### src/rtl/sha256_pkg.sv
`default_nettype none

package sha256_pkg;

	typedef struct packed {
		logic [7:0] data_byte;
		logic       has_byte;
		logic       last;
	} msg_item_t;

	typedef struct packed {
		logic [31:0] digest_word;
		logic [2:0]  word_index;
		logic        last_word;
	} dig_item_t;

	typedef enum logic [1:0] {
		Q_WORD,
		Q_END,
		Q_WORD_END
	} q_kind_t;

	// Queue entry between front and back. For Q_END, data holds the tail bytes
	// left-justified and nbytes counts them; bitlen is the message length in bits.
	typedef struct packed {
		q_kind_t     kind;
		logic [31:0] data;
		logic [1:0]  nbytes;
		logic [63:0] bitlen;
	} q_item_t;

	typedef enum logic [1:0] {
		LD_MSG,
		LD_MARK,
		LD_ZERO,
		LD_LENLO
	} ld_state_t;

	typedef enum logic [1:0] {
		EN_IDLE,
		EN_RUN,
		EN_ADD,
		EN_OUT
	} en_state_t;

	typedef struct packed {
		en_state_t  estate;
		logic [5:0] rnd;
		logic [4:0] ld_cnt;
		logic       xfer;
	} back_status_t;

	localparam logic [4:0]  BLOCK_WORDS = 5'd16;
	localparam logic [4:0]  LEN_SLOT    = 5'd14;
	localparam logic [5:0]  LAST_ROUND  = 6'd63;
	localparam logic [2:0]  LAST_WORD   = 3'd7;
	localparam logic [31:0] PAD_MARK    = 32'h8000_0000;

	function automatic logic [31:0] init_h(input logic [2:0] i);
		logic [31:0] r;
		case (i)
			3'd0: r = 32'h6a09e667;
			3'd1: r = 32'hbb67ae85;
			3'd2: r = 32'h3c6ef372;
			3'd3: r = 32'ha54ff53a;
			3'd4: r = 32'h510e527f;
			3'd5: r = 32'h9b05688c;
			3'd6: r = 32'h1f83d9ab;
			default: r = 32'h5be0cd19;
		endcase
		return r;
	endfunction

	function automatic logic [31:0] round_k(input logic [5:0] t);
		logic [31:0] r;
		case (t)
			6'd0: r = 32'h428a2f98;  6'd1: r = 32'h71374491;
			6'd2: r = 32'hb5c0fbcf;  6'd3: r = 32'he9b5dba5;
			6'd4: r = 32'h3956c25b;  6'd5: r = 32'h59f111f1;
			6'd6: r = 32'h923f82a4;  6'd7: r = 32'hab1c5ed5;
			6'd8: r = 32'hd807aa98;  6'd9: r = 32'h12835b01;
			6'd10: r = 32'h243185be; 6'd11: r = 32'h550c7dc3;
			6'd12: r = 32'h72be5d74; 6'd13: r = 32'h80deb1fe;
			6'd14: r = 32'h9bdc06a7; 6'd15: r = 32'hc19bf174;
			6'd16: r = 32'he49b69c1; 6'd17: r = 32'hefbe4786;
			6'd18: r = 32'h0fc19dc6; 6'd19: r = 32'h240ca1cc;
			6'd20: r = 32'h2de92c6f; 6'd21: r = 32'h4a7484aa;
			6'd22: r = 32'h5cb0a9dc; 6'd23: r = 32'h76f988da;
			6'd24: r = 32'h983e5152; 6'd25: r = 32'ha831c66d;
			6'd26: r = 32'hb00327c8; 6'd27: r = 32'hbf597fc7;
			6'd28: r = 32'hc6e00bf3; 6'd29: r = 32'hd5a79147;
			6'd30: r = 32'h06ca6351; 6'd31: r = 32'h14292967;
			6'd32: r = 32'h27b70a85; 6'd33: r = 32'h2e1b2138;
			6'd34: r = 32'h4d2c6dfc; 6'd35: r = 32'h53380d13;
			6'd36: r = 32'h650a7354; 6'd37: r = 32'h766a0abb;
			6'd38: r = 32'h81c2c92e; 6'd39: r = 32'h92722c85;
			6'd40: r = 32'ha2bfe8a1; 6'd41: r = 32'ha81a664b;
			6'd42: r = 32'hc24b8b70; 6'd43: r = 32'hc76c51a3;
			6'd44: r = 32'hd192e819; 6'd45: r = 32'hd6990624;
			6'd46: r = 32'hf40e3585; 6'd47: r = 32'h106aa070;
			6'd48: r = 32'h19a4c116; 6'd49: r = 32'h1e376c08;
			6'd50: r = 32'h2748774c; 6'd51: r = 32'h34b0bcb5;
			6'd52: r = 32'h391c0cb3; 6'd53: r = 32'h4ed8aa4a;
			6'd54: r = 32'h5b9cca4f; 6'd55: r = 32'h682e6ff3;
			6'd56: r = 32'h748f82ee; 6'd57: r = 32'h78a5636f;
			6'd58: r = 32'h84c87814; 6'd59: r = 32'h8cc70208;
			6'd60: r = 32'h90befffa; 6'd61: r = 32'ha4506ceb;
			6'd62: r = 32'hbef9a3f7;
			default: r = 32'hc67178f2;
		endcase
		return r;
	endfunction

endpackage

`default_nettype wire

### src/rtl/sha256_fifo.sv
`default_nettype none

module sha256_fifo #(
	parameter int DEPTH = 4
) (
	input  wire                       clk,
	input  wire                       arst_n,
	input  wire                       push,
	input  wire sha256_pkg::q_item_t  wr_item,
	output logic                      full,
	output logic                      valid,
	output sha256_pkg::q_item_t       rd_item,
	input  wire                       pop
);

	localparam int AW = (DEPTH > 1) ? $clog2(DEPTH) : 1;
	localparam int CW = $clog2(DEPTH + 1);

	sha256_pkg::q_item_t mem_q [DEPTH];
	logic [AW-1:0] wptr_q, rptr_q;
	logic [CW-1:0] cnt_q;
	logic          do_push, do_pop;

	assign full    = (cnt_q == CW'(DEPTH));
	assign valid   = (cnt_q != '0);
	assign rd_item = mem_q[rptr_q];
	assign do_push = push && !full;
	assign do_pop  = pop && valid;

	always_ff @(posedge clk) begin
		if (do_push) begin
			mem_q[wptr_q] <= wr_item;
		end
	end

	always_ff @(posedge clk or negedge arst_n) begin
		if (!arst_n) begin
			wptr_q <= '0;
			rptr_q <= '0;
			cnt_q  <= '0;
		end else begin
			if (do_push) begin
				wptr_q <= (wptr_q == AW'(DEPTH - 1)) ? '0 : wptr_q + 1'b1;
			end
			if (do_pop) begin
				rptr_q <= (rptr_q == AW'(DEPTH - 1)) ? '0 : rptr_q + 1'b1;
			end
			if (do_push && !do_pop) begin
				cnt_q <= cnt_q + 1'b1;
			end else if (do_pop && !do_push) begin
				cnt_q <= cnt_q - 1'b1;
			end
		end
	end

endmodule

`default_nettype wire

### src/rtl/sha256_front.sv
`default_nettype none

module sha256_front (
	input  wire                         clk,
	input  wire                         arst_n,
	input  wire                         msg_valid,
	input  wire sha256_pkg::msg_item_t  msg_item,
	output logic                        msg_stall,
	input  wire                         q_full,
	output logic                        q_push,
	output sha256_pkg::q_item_t         q_item
);

	logic [60:0] cnt_q;
	logic [23:0] part_q;
	logic        accept, word_done;
	logic [1:0]  pos;
	logic [60:0] cnt_nx;
	logic [23:0] part_nx;

	assign msg_stall = q_full;
	assign accept    = msg_valid && !q_full;
	assign pos       = cnt_q[1:0];
	assign word_done = msg_item.has_byte && (pos == 2'd3);
	assign cnt_nx    = msg_item.has_byte ? cnt_q + 61'd1 : cnt_q;

	always_comb begin
		part_nx = part_q;
		if (msg_item.has_byte) begin
			case (pos)
				2'd0: part_nx[23:16] = msg_item.data_byte;
				2'd1: part_nx[15:8]  = msg_item.data_byte;
				2'd2: part_nx[7:0]   = msg_item.data_byte;
				default: part_nx = part_q;
			endcase
		end
	end

	// Push on every completed word and on the end of a message.
	always_comb begin
		q_push        = accept && (word_done || msg_item.last);
		q_item.bitlen = {cnt_nx, 3'b000};
		q_item.nbytes = cnt_nx[1:0];
		if (word_done) begin
			q_item.data = {part_q, msg_item.data_byte};
			q_item.kind = msg_item.last ? sha256_pkg::Q_WORD_END : sha256_pkg::Q_WORD;
		end else begin
			q_item.data = {part_nx, 8'h00};
			q_item.kind = sha256_pkg::Q_END;
		end
	end

	always_ff @(posedge clk or negedge arst_n) begin
		if (!arst_n) begin
			cnt_q <= '0;
		end else if (accept) begin
			cnt_q <= msg_item.last ? '0 : cnt_nx;
		end
	end

	always_ff @(posedge clk) begin
		if (accept) begin
			part_q <= part_nx;
		end
	end

endmodule

`default_nettype wire

### src/rtl/sha256_back.sv
`default_nettype none

module sha256_back (
	input  wire                       clk,
	input  wire                       arst_n,
	input  wire                       q_valid,
	input  wire sha256_pkg::q_item_t  q_item,
	output logic                      q_pop,
	output logic                      dig_valid,
	input  wire                       dig_stall,
	output sha256_pkg::dig_item_t     dig_item,
	output sha256_pkg::back_status_t  status
);

	function automatic logic [31:0] rotr(input logic [31:0] v, input int n);
		return (v >> n) | (v << (32 - n));
	endfunction

	// Keep the tail bytes, append the marker byte, clear the rest.
	function automatic logic [31:0] pad_word(input logic [31:0] d, input logic [1:0] n);
		logic [31:0] r;
		case (n)
			2'd0: r = sha256_pkg::PAD_MARK;
			2'd1: r = {d[31:24], 24'h80_0000};
			2'd2: r = {d[31:16], 16'h8000};
			default: r = {d[31:8], 8'h80};
		endcase
		return r;
	endfunction

	// Loader: assembles the next 16-word block while the rounds run.
	sha256_pkg::ld_state_t ld_st_q, ld_st_nx;
	logic [31:0] ld_q [16];
	logic [4:0]  ld_cnt_q;
	logic        ld_fin_q;
	logic [63:0] len_q;
	logic        ld_we, set_fin, ld_room;
	logic [31:0] ld_wd;

	// Round engine
	sha256_pkg::en_state_t en_st_q, en_st_nx;
	logic [31:0] chain_q [8];
	logic [31:0] vars_q [8];
	logic [31:0] win_q [16];
	logic [5:0]  rnd_q;
	logic [2:0]  oidx_q;
	logic        fin_q;
	logic        xfer, out_load;
	logic        dig_valid_q;
	logic [31:0] dig_word_q;
	logic [2:0]  dig_idx_q;

	logic [31:0] big_s0, big_s1, chv, majv, tmp1, tmp2, sg0, sg1, w_new;

	assign ld_room = (ld_cnt_q != sha256_pkg::BLOCK_WORDS);

	always_comb begin
		ld_st_nx = ld_st_q;
		ld_we    = 1'b0;
		ld_wd    = '0;
		q_pop    = 1'b0;
		set_fin  = 1'b0;
		if (ld_room) begin
			case (ld_st_q)
				sha256_pkg::LD_MSG: begin
					if (q_valid) begin
						q_pop = 1'b1;
						ld_we = 1'b1;
						case (q_item.kind)
							sha256_pkg::Q_END: begin
								ld_wd    = pad_word(q_item.data, q_item.nbytes);
								ld_st_nx = sha256_pkg::LD_ZERO;
							end
							sha256_pkg::Q_WORD_END: begin
								ld_wd    = q_item.data;
								ld_st_nx = sha256_pkg::LD_MARK;
							end
							default: ld_wd = q_item.data;
						endcase
					end
				end
				sha256_pkg::LD_MARK: begin
					ld_we    = 1'b1;
					ld_wd    = sha256_pkg::PAD_MARK;
					ld_st_nx = sha256_pkg::LD_ZERO;
				end
				sha256_pkg::LD_ZERO: begin
					ld_we = 1'b1;
					if (ld_cnt_q == sha256_pkg::LEN_SLOT) begin
						ld_wd    = len_q[63:32];
						ld_st_nx = sha256_pkg::LD_LENLO;
					end
				end
				sha256_pkg::LD_LENLO: begin
					ld_we    = 1'b1;
					ld_wd    = len_q[31:0];
					set_fin  = 1'b1;
					ld_st_nx = sha256_pkg::LD_MSG;
				end
				default: ld_st_nx = sha256_pkg::LD_MSG;
			endcase
		end
	end

	always_ff @(posedge clk or negedge arst_n) begin
		if (!arst_n) begin
			ld_st_q  <= sha256_pkg::LD_MSG;
			ld_cnt_q <= '0;
			ld_fin_q <= 1'b0;
		end else begin
			ld_st_q <= ld_st_nx;
			if (xfer) begin
				ld_cnt_q <= '0;
				ld_fin_q <= 1'b0;
			end else begin
				if (ld_we) begin
					ld_cnt_q <= ld_cnt_q + 5'd1;
				end
				if (set_fin) begin
					ld_fin_q <= 1'b1;
				end
			end
		end
	end

	always_ff @(posedge clk) begin
		if (ld_we) begin
			for (int i = 0; i < 15; i++) begin
				ld_q[i] <= ld_q[i+1];
			end
			ld_q[15] <= ld_wd;
		end
		if (q_pop && q_item.kind != sha256_pkg::Q_WORD) begin
			len_q <= q_item.bitlen;
		end
	end

	// One round per cycle; the schedule window shifts with the next word.
	always_comb begin
		big_s1 = rotr(vars_q[4], 6) ^ rotr(vars_q[4], 11) ^ rotr(vars_q[4], 25);
		chv    = (vars_q[4] & vars_q[5]) ^ (~vars_q[4] & vars_q[6]);
		tmp1   = vars_q[7] + big_s1 + chv + sha256_pkg::round_k(rnd_q) + win_q[0];
		big_s0 = rotr(vars_q[0], 2) ^ rotr(vars_q[0], 13) ^ rotr(vars_q[0], 22);
		majv   = (vars_q[0] & vars_q[1]) ^ (vars_q[0] & vars_q[2]) ^ (vars_q[1] & vars_q[2]);
		tmp2   = big_s0 + majv;
		sg0    = rotr(win_q[1], 7) ^ rotr(win_q[1], 18) ^ (win_q[1] >> 3);
		sg1    = rotr(win_q[14], 17) ^ rotr(win_q[14], 19) ^ (win_q[14] >> 10);
		w_new  = win_q[0] + sg0 + win_q[9] + sg1;
	end

	assign xfer     = (en_st_q == sha256_pkg::EN_IDLE) && !ld_room;
	assign out_load = (en_st_q == sha256_pkg::EN_OUT) && (!dig_valid_q || !dig_stall);

	always_comb begin
		en_st_nx = en_st_q;
		case (en_st_q)
			sha256_pkg::EN_IDLE: begin
				if (xfer) begin
					en_st_nx = sha256_pkg::EN_RUN;
				end
			end
			sha256_pkg::EN_RUN: begin
				if (rnd_q == sha256_pkg::LAST_ROUND) begin
					en_st_nx = sha256_pkg::EN_ADD;
				end
			end
			sha256_pkg::EN_ADD: begin
				en_st_nx = fin_q ? sha256_pkg::EN_OUT : sha256_pkg::EN_IDLE;
			end
			sha256_pkg::EN_OUT: begin
				if (out_load && oidx_q == sha256_pkg::LAST_WORD) begin
					en_st_nx = sha256_pkg::EN_IDLE;
				end
			end
			default: en_st_nx = sha256_pkg::EN_IDLE;
		endcase
	end

	always_ff @(posedge clk or negedge arst_n) begin
		if (!arst_n) begin
			en_st_q     <= sha256_pkg::EN_IDLE;
			rnd_q       <= '0;
			oidx_q      <= '0;
			fin_q       <= 1'b0;
			dig_valid_q <= 1'b0;
			for (int i = 0; i < 8; i++) begin
				chain_q[i] <= sha256_pkg::init_h(3'(i));
			end
		end else begin
			en_st_q <= en_st_nx;
			if (xfer) begin
				rnd_q <= '0;
				fin_q <= ld_fin_q;
			end else if (en_st_q == sha256_pkg::EN_RUN) begin
				rnd_q <= rnd_q + 6'd1;
			end
			if (en_st_q == sha256_pkg::EN_ADD) begin
				for (int i = 0; i < 8; i++) begin
					chain_q[i] <= chain_q[i] + vars_q[i];
				end
			end
			// Shift the digest out; refill the chain with the initial values.
			if (out_load) begin
				for (int i = 0; i < 7; i++) begin
					chain_q[i] <= chain_q[i+1];
				end
				chain_q[7] <= sha256_pkg::init_h(oidx_q);
				oidx_q     <= oidx_q + 3'd1;
			end
			if (out_load) begin
				dig_valid_q <= 1'b1;
			end else if (!dig_stall) begin
				dig_valid_q <= 1'b0;
			end
		end
	end

	always_ff @(posedge clk) begin
		if (xfer) begin
			for (int i = 0; i < 16; i++) begin
				win_q[i] <= ld_q[i];
			end
			for (int i = 0; i < 8; i++) begin
				vars_q[i] <= chain_q[i];
			end
		end else if (en_st_q == sha256_pkg::EN_RUN) begin
			for (int i = 0; i < 15; i++) begin
				win_q[i] <= win_q[i+1];
			end
			win_q[15] <= w_new;
			vars_q[7] <= vars_q[6];
			vars_q[6] <= vars_q[5];
			vars_q[5] <= vars_q[4];
			vars_q[4] <= vars_q[3] + tmp1;
			vars_q[3] <= vars_q[2];
			vars_q[2] <= vars_q[1];
			vars_q[1] <= vars_q[0];
			vars_q[0] <= tmp1 + tmp2;
		end
		if (out_load) begin
			dig_word_q <= chain_q[0];
			dig_idx_q  <= oidx_q;
		end
	end

	assign dig_valid            = dig_valid_q;
	assign dig_item.digest_word = dig_word_q;
	assign dig_item.word_index  = dig_idx_q;
	assign dig_item.last_word   = (dig_idx_q == sha256_pkg::LAST_WORD);

	assign status.estate = en_st_q;
	assign status.rnd    = rnd_q;
	assign status.ld_cnt = ld_cnt_q;
	assign status.xfer   = xfer;

endmodule

`default_nettype wire

### src/rtl/sha256_message_hasher.sv
// Throughput: one byte per cycle until the queue and loader fill; then the round engine sets
//   the pace: a handoff, 64 rounds and an add per 64-byte block, then the digest output.
// Latency: after the last item, the queue, the loader padding, the engine rounds and add of
//   each final block and the digest register come in turn, then the eight digest words
//   leave one per cycle while dig_stall is low.
// Reset: arst_n clears the byte count, queue, loader and engine; the chain returns to
//   the initial hash values. No item waits on a clearing pass.
`default_nettype none

module sha256_message_hasher #(
	parameter int QUEUE_DEPTH = 4
) (
	input  wire                          clk,
	input  wire                          arst_n,
	input  wire                          msg_valid,
	input  wire sha256_pkg::msg_item_t   msg_item,
	output logic                         msg_stall,
	output logic                         dig_valid,
	input  wire                          dig_stall,
	output sha256_pkg::dig_item_t        dig_item
);

	logic                     f_push, q_full, q_valid, q_pop;
	sha256_pkg::q_item_t      f_item, q_item;
	sha256_pkg::back_status_t st;

	sha256_front u_front (
		.clk       (clk),
		.arst_n    (arst_n),
		.msg_valid (msg_valid),
		.msg_item  (msg_item),
		.msg_stall (msg_stall),
		.q_full    (q_full),
		.q_push    (f_push),
		.q_item    (f_item)
	);

	sha256_fifo #(
		.DEPTH (QUEUE_DEPTH)
	) u_fifo (
		.clk     (clk),
		.arst_n  (arst_n),
		.push    (f_push),
		.wr_item (f_item),
		.full    (q_full),
		.valid   (q_valid),
		.rd_item (q_item),
		.pop     (q_pop)
	);

	sha256_back u_back (
		.clk       (clk),
		.arst_n    (arst_n),
		.q_valid   (q_valid),
		.q_item    (q_item),
		.q_pop     (q_pop),
		.dig_valid (dig_valid),
		.dig_stall (dig_stall),
		.dig_item  (dig_item),
		.status    (st)
	);

	a_ld_bound: assert property (@(posedge clk) disable iff (!arst_n)
		st.ld_cnt <= sha256_pkg::BLOCK_WORDS)
		else $error("loader count past block size");

	a_xfer_run: assert property (@(posedge clk) disable iff (!arst_n)
		st.xfer |=> (st.estate == sha256_pkg::EN_RUN) && (st.rnd == 6'd0))
		else $error("block handoff did not start the rounds");

	a_last_idx: assert property (@(posedge clk) disable iff (!arst_n)
		dig_valid |-> (dig_item.last_word == (dig_item.word_index == sha256_pkg::LAST_WORD)))
		else $error("last word flag disagrees with word index");

	a_word_seq: assert property (@(posedge clk) disable iff (!arst_n)
		(dig_valid && !dig_stall && !dig_item.last_word) ##1 dig_valid
		|-> dig_item.word_index == $past(dig_item.word_index) + 3'd1)
		else $error("digest words out of order");

endmodule

`default_nettype wire
### config.mk
export PLATFORM = sky130hd
export DESIGN_NAME = sha256_message_hasher
export DESIGN_NICKNAME = d
export VERILOG_FILES = /design/src/rtl/sha256_pkg.sv /design/src/rtl/sha256_fifo.sv /design/src/rtl/sha256_front.sv /design/src/rtl/sha256_back.sv /design/src/rtl/sha256_message_hasher.sv
export SDC_FILE = /design/constraint.sdc
export NUM_CORES = 2
export LEC_CHECK = 0
export BUFFER_PORTS_ARGS = -buffer_cell sky130_fd_sc_hd__buf_4
export CAP_MARGIN = 20
export CORE_ASPECT_RATIO = 1.75
export CORE_MARGIN = 2
export CORE_UTILIZATION = 40
export DETAILED_ROUTE_END_ITERATION = 7
export GPL_ROUTABILITY_DRIVEN = 0
export SLEW_MARGIN = 20
export SYNTH_ARGS = -nofsm -noshare
export SYNTH_HDL_FRONTEND = slang
export SYNTH_HIERARCHICAL = 1
export SYNTH_SLANG_ARGS = --single-unit
### constraint.sdc
create_clock -name clk -period 30.2 [get_ports clk]
set_clock_uncertainty 0.2 [all_clocks]
set_input_delay 6.04 -clock clk [delete_from_list [all_inputs] [get_ports clk]]
set_output_delay 6.04 -clock clk [all_outputs]
set_load 0.05 [all_outputs]
-- After elaboration in Yosys (flattened, before gate mapping)
Memory sizes are Yosys's and may differ from the RTL's.
Index checks and enable logic that the tools add are counted.
- output and inout port bits: 38
- memories: 5
- bits in read-only memories: 2048
- register bits after elaboration: 468
- memory bits (writable): 1668
- word-level logic and storage cells: 252
- input bits: 14
- equal/unequal tests: 34
- bitwise operators: 51
- multiplexer cells: 78
- add/sub/neg operators: 26
- reductions and logical operators: 34
- memory list (name ; depth ; width ; read ports ; clocked after memory_dff ; write ports ; line ; source):
    (no name shown) ; 64 ; 32 ; 1 ; 0 ; 0 ; sha256_pkg.sv:76 ; case (t)
    u_back.ld_q ; 16 ; 32 ; 16 ; 0 ; 16 ; sha256_back.sv:33 ; logic [31:0] ld_q [16];
    u_back.win_q ; 16 ; 32 ; 16 ; 0 ; 16 ; sha256_back.sv:44 ; logic [31:0] win_q [16];
    u_fifo.mem_q ; 4 ; 97 ; 1 ; 0 ; 1 ; sha256_fifo.sv:19 ; sha256_pkg::q_item_t mem_q [DEPTH];
    u_back.vars_q ; 8 ; 32 ; 8 ; 0 ; 8 ; sha256_back.sv:43 ; logic [31:0] vars_q [8];
- operators by type and width (kind ; number):
    $mux W32 ; 28
    $add A32 B32 Y32 ; 18
    $mux W256 ; 2
    $xor A32 B32 Y32 ; 9
    $pmux W32 S7 ; 1
    $and A32 B32 Y32 ; 5
    $pmux W32 S4 ; 1
    $mux W61 ; 2
    $pmux W32 S3 ; 1
    $add A61 B1 Y61 const B ; 1
    $mux W34 ; 1
    $not A32 Y32 ; 1
    $or A10 B32 Y32 ; 1
    $or A13 B32 Y32 ; 1
    $or A14 B32 Y32 ; 1
    $or A15 B32 Y32 ; 1
    $or A19 B32 Y32 ; 1
    $or A21 B32 Y32 ; 1
    $or A25 B32 Y32 ; 1
    $or A26 B32 Y32 ; 1
    $or A30 B32 Y32 ; 1
    $or A7 B32 Y32 ; 1
    $xor A32 B22 Y32 ; 1
    $xor A32 B29 Y32 ; 1
    37 further kinds ; 141

-- Logic depth before layout (Yosys ltp)
An unclocked memory read counts as a cell.
- word-level depth: 10
- depth in mapped cells: 42
- mapped depth without buffers: 40

-- Cells and area by module
Netlist, hierarchy kept.
- by module, submodules not included (module ; seq. area each (um2) ; cells an instance ; instances ; area each (um2)):
    sha256_back ; 48511.5 ; 8609 ; 1 ; 90759.5
    sha256_fifo ; 12186.7 ; 559 ; 1 ; 14864.3
    sha256_front ; 2247.2 ; 666 ; 1 ; 5987.0

-- Worst setup path before layout
No wires, ideal clock.
- path type: reg-to-reg
- start: reg u_back.ld_cnt_q[0]
- end: reg u_back.ld_cnt_q[3]
- setup time: 0.174 ns
- data arrival time: 28.092 ns
- buffers on the path: 1
- setup slack: 1.734 ns
- stages on the path, launching flop included: 8
- required time: 29.826 ns
- period minus slack after synthesis: 28.466 ns
- cell sequence: dfrtp_1 inv_1 ha_1 and3_1 clkbuf_1 a21oi_1 nand4_1 xnor2_1
- elaborated cells on any way between the ends: 8
- those cells by class: add/sub (1); eq/ne (1); mux (3); reduce/logical (3)
- RTL lines (element ; line ; source):
    start: declaration ; sha256_back.sv:34 ; logic [4:0] ld_cnt_q;
    start signal: assignment ; sha256_back.sv:117 ; ld_cnt_q <= ld_cnt_q + 5'd1;
    $ne A5 B5 Y1 ; sha256_back.sv:55 ; assign ld_room = (ld_cnt_q != sha256_pkg::BLOCK_WORDS);
    $mux W1 ; sha256_back.sv:63 ; if (ld_room) begin
    via u_back.ld_we ; sha256_back.sv:37 ; logic ld_we, set_fin, ld_room;
    $reduce_bool A2 Y1 (no line) ; -- ;
The timed path passes the listed nets, and every way through them passes these cells. The select of a mux whose other input is x is not followed.
A chain may end at the register's enable or synchronous reset.

==> results <==
- The flow ran to the end, but the final reports show violations.
- The final reports fail on DRC.
- The number of pins with negative max-slew slack in the final report is 0.
- The leakage power of the design is 48.4 nW.
- The critical-path cell with the highest stage delay is dfrtp_1.
- Summed over all nets, the half-perimeter wirelength after detailed placement is 225 mm.
- At the end of the flow, the number of nets in the layout was 10330.
- The root buffer cell chosen for the clock tree is clkbuf_16.
- The worst register-to-register path has a setup slack of 19060 ps.
- In this run the remaining antenna-violating nets after routing total 0.
- The smallest clock period supported by the final layout is computed as 11140 ps.
- The effective utilization at floorplan is 40.2%.
- The number of iterations in the first detailed-routing pass is 8.
- Leaving out filler cells and counting taps, the final layout contains 13478.
- Entering global routing, the biggest net connects 170 pins.
- The filler cells instantiated in the layout total 25205.
- The highest attainable clock frequency is 89.7 MHz.
- Across the run, the number of max-cap violations was 0.
- The ratio of routed vias to standard cells is 5.69.
- The via count is 76658.
- At the worst endpoint, the arrival time is 11530 ps.
- The die covers 283000 um^2.
- Yosys printed 6 warnings.
- The post-synthesis cell count is 9833.
- The cell row count is 256.
- The startpoint type of the worst setup path is a register.
- The worst voltage drop across the vdd grid is 0.0000490 V.
- The TritonCTS clock tree is built.
- The worst setup path is captured at a register.
- The total setup violations reported at the end of the flow is 0.
- The area growth from synthesis to layout is 9.50%.
- The die boundary width is 403 um.
- Cells with a size suffix above 1 make up 8.79% of the layout.
- The die is 703 um tall.
- Setup repair after global routing left no endpoint under its margin.
- After clock tree synthesis, the repair step resized 0 gates.
- The number of hold buffers added after CTS is 0.
- The deepest clock path buffer count is 4.
- After detailed placement, the design holds a cell count of 13104.
- The worst path uses 36.9% of the clock period.
- In this run, the number of DRC markers left after iteration 0 of detailed routing was 7000.
- The aggregate global routing overflow is 0.
- The average instance in the mapped netlist occupies 11.3 um^2.
- The most numerous cell type found on the critical path is inv_1.
- The remaining max-slew budget at the tightest pin is 23.6%.
- The critical path class is reg -> reg.
- CTS built an H-tree with a depth of 4.
- The number of setup buffers added after CTS is 0.
- After detailed routing, the average wire length per cell comes to 24.3 um.
- Summed over all failing endpoints, the final setup total negative slack is 0 ps.
- The insertion delay of the later-clocked pin in the worst-skew pair is 900 ps.
- At the worst endpoint, the required time is 30590 ps.
- For this design, the sink count on the clock tree is 2148.
- The class of the tightest hold or removal check is reg -> reg.
- The number of buffers added on ports is 51.
- The routed design has 327 mm of wire.
- The post-CTS clock slew at the launch and capture registers of the worst setup and hold paths is 70 ps.
- The final number of hold-violating endpoints was 0.
- The synthesized netlist occupies a cell area of 112000 um^2.
- The kind of cell adding the most delay to the critical path is compound AO/OA/AOI/OAI gates.
- The measured slew at the worst slew-check pin is 1140 ps.
- The remaining routing DRC violations is 10.
- The first global-routing pass estimated 488 mm of wire.
- Hold is met by 197 ps.
- The initial antenna violation count is 3.
- The global-route usage over all layers is 22.7%.
- Dividing total power by cell area gives a power density of 60.9 nW/um^2.
- The total area inside the core boundary comes to 278000 um^2.
- On the worst path, the slowest cell contributes a delay of 1010 ps.
- 52 I/O pins were placed.
- The number of global-route vias before repair came to 77110.
- Of all nets on the critical path, the largest fanout is 25.
- The clock buffer count from CTS is 205.
- The number of buffers and inverters on the critical path is 6.
## path summary, 6_finish.rpt
kind / start / to / cells after the start
worst max-delay path: u_back/rnd_q[1]$_DFFE_PN0P_ / u_back/vars_q[0][31]$_DFFE_PP_ / 37
worst min-delay path: u_back/ld_q[1][249]$_SDFFCE_PN0P_ / u_back/ld_q[1][217]$_DFFE_PP_ / 0
worst max register to register: u_back/rnd_q[1]$_DFFE_PN0P_ / u_back/vars_q[0][31]$_DFFE_PP_ / 37
worst min register to register: u_back/ld_q[1][249]$_SDFFCE_PN0P_ / u_back/ld_q[1][217]$_DFFE_PP_ / 0
max in group asynchronous: arst_n / u_fifo/rptr_q[1]$_DFFE_PN0P_ / 4
min in group asynchronous: arst_n / u_back/chain_q[227]$_DFFE_PN0P_ / 1
## worst register-to-register path, delay by kind of cell (launching register included)
kind            cells  cell delay (ps)
xor+xnor            3              590
buf+inv             6             1150
flops               1             1010
compound gates     16             3540
simple gates        5             1100
fa+ha+maj           7             3310
## metrics by stage
| step | power (W) | cell area, um^2 | setup WS, ps | util (%) |
|---|---|---|---|---|
| floorplan | 0.00475 | 112000 | 1730 | - |
| global route | 0.00771 | 122000 | 18750 | 44.0 |
| finish | 0.00744 | 122000 | 19060 | 44.0 |
| global placement | 0.00484 | 115000 | 19560 | 41.6 |
| detailed placement | 0.00488 | 115000 | 19590 | 41.6 |
| CTS | 0.00753 | 122000 | 19550 | 44.0 |
## layout by cell type, fill, tap and decap left out, types with 213 or more instances in the layout
| master | n |
|---|---|
| nor2_1 | 367 |
| a22oi_1 | 213 |
| ha_1 | 421 |
| o21ai_0 | 538 |
| xnor2_1 | 416 |
| inv_1 | 290 |
| edfxtp_1 | 1803 |
| a21oi_1 | 410 |
| nand2_1 | 2444 |
## metal layers
| metal | part of all wire, % | global-route usage (%) | vias to the layer above |
|---|---|---|---|
| li1 | - | - | 34927 |
| met1 | 37 | 25.6 | 38132 |
| met2 | 51 | 40.0 | 2664 |
| met3 | 5.3 | 3.46 | 933 |
| met4 | 7.6 | 14.6 | 2 |
| met5 | 0.0040 | 0 | - |
## area by class of cell
cell class	instances	area [um^2]	share of cell area (%)
antenna	3	7.51	0.00614
clock buffer	249	5410	4.42
clock inverter	122	1290	1.06
inverter	299	1140	0.935
multi-input combinational	6891	45700	37.4
sequential	2148	63000	51.5
tap	3612	4520	3.70
timing repair buffer	154	1230	1.00
## state kept, by name, summed over array words and instances (netlist names), 5 cells and up
signal / cells
u_back/chain_q: 256
u_back/dig_word_q: 32
u_back/ld_cnt_q: 5
u_back/ld_q: 512
u_back/len_q: 64
u_back/rnd_q: 6
u_back/vars_q: 256
u_back/win_q: 512
u_fifo/mem_q: 400
u_front/cnt_q: 61
u_front/part_q: 24
## power breakdown
part	switching, W	internal (W)	total [W]	leakage, nW
combinational	0.000446	0.000238	0.000684	23.1
clock	0.00117	0.00147	0.00264	3.27
sequential	0.000247	0.00387	0.00412	22.1
total	0.00187	0.00558	0.00744	48.4
Note: power is estimated with default switching activity, not from simulation.
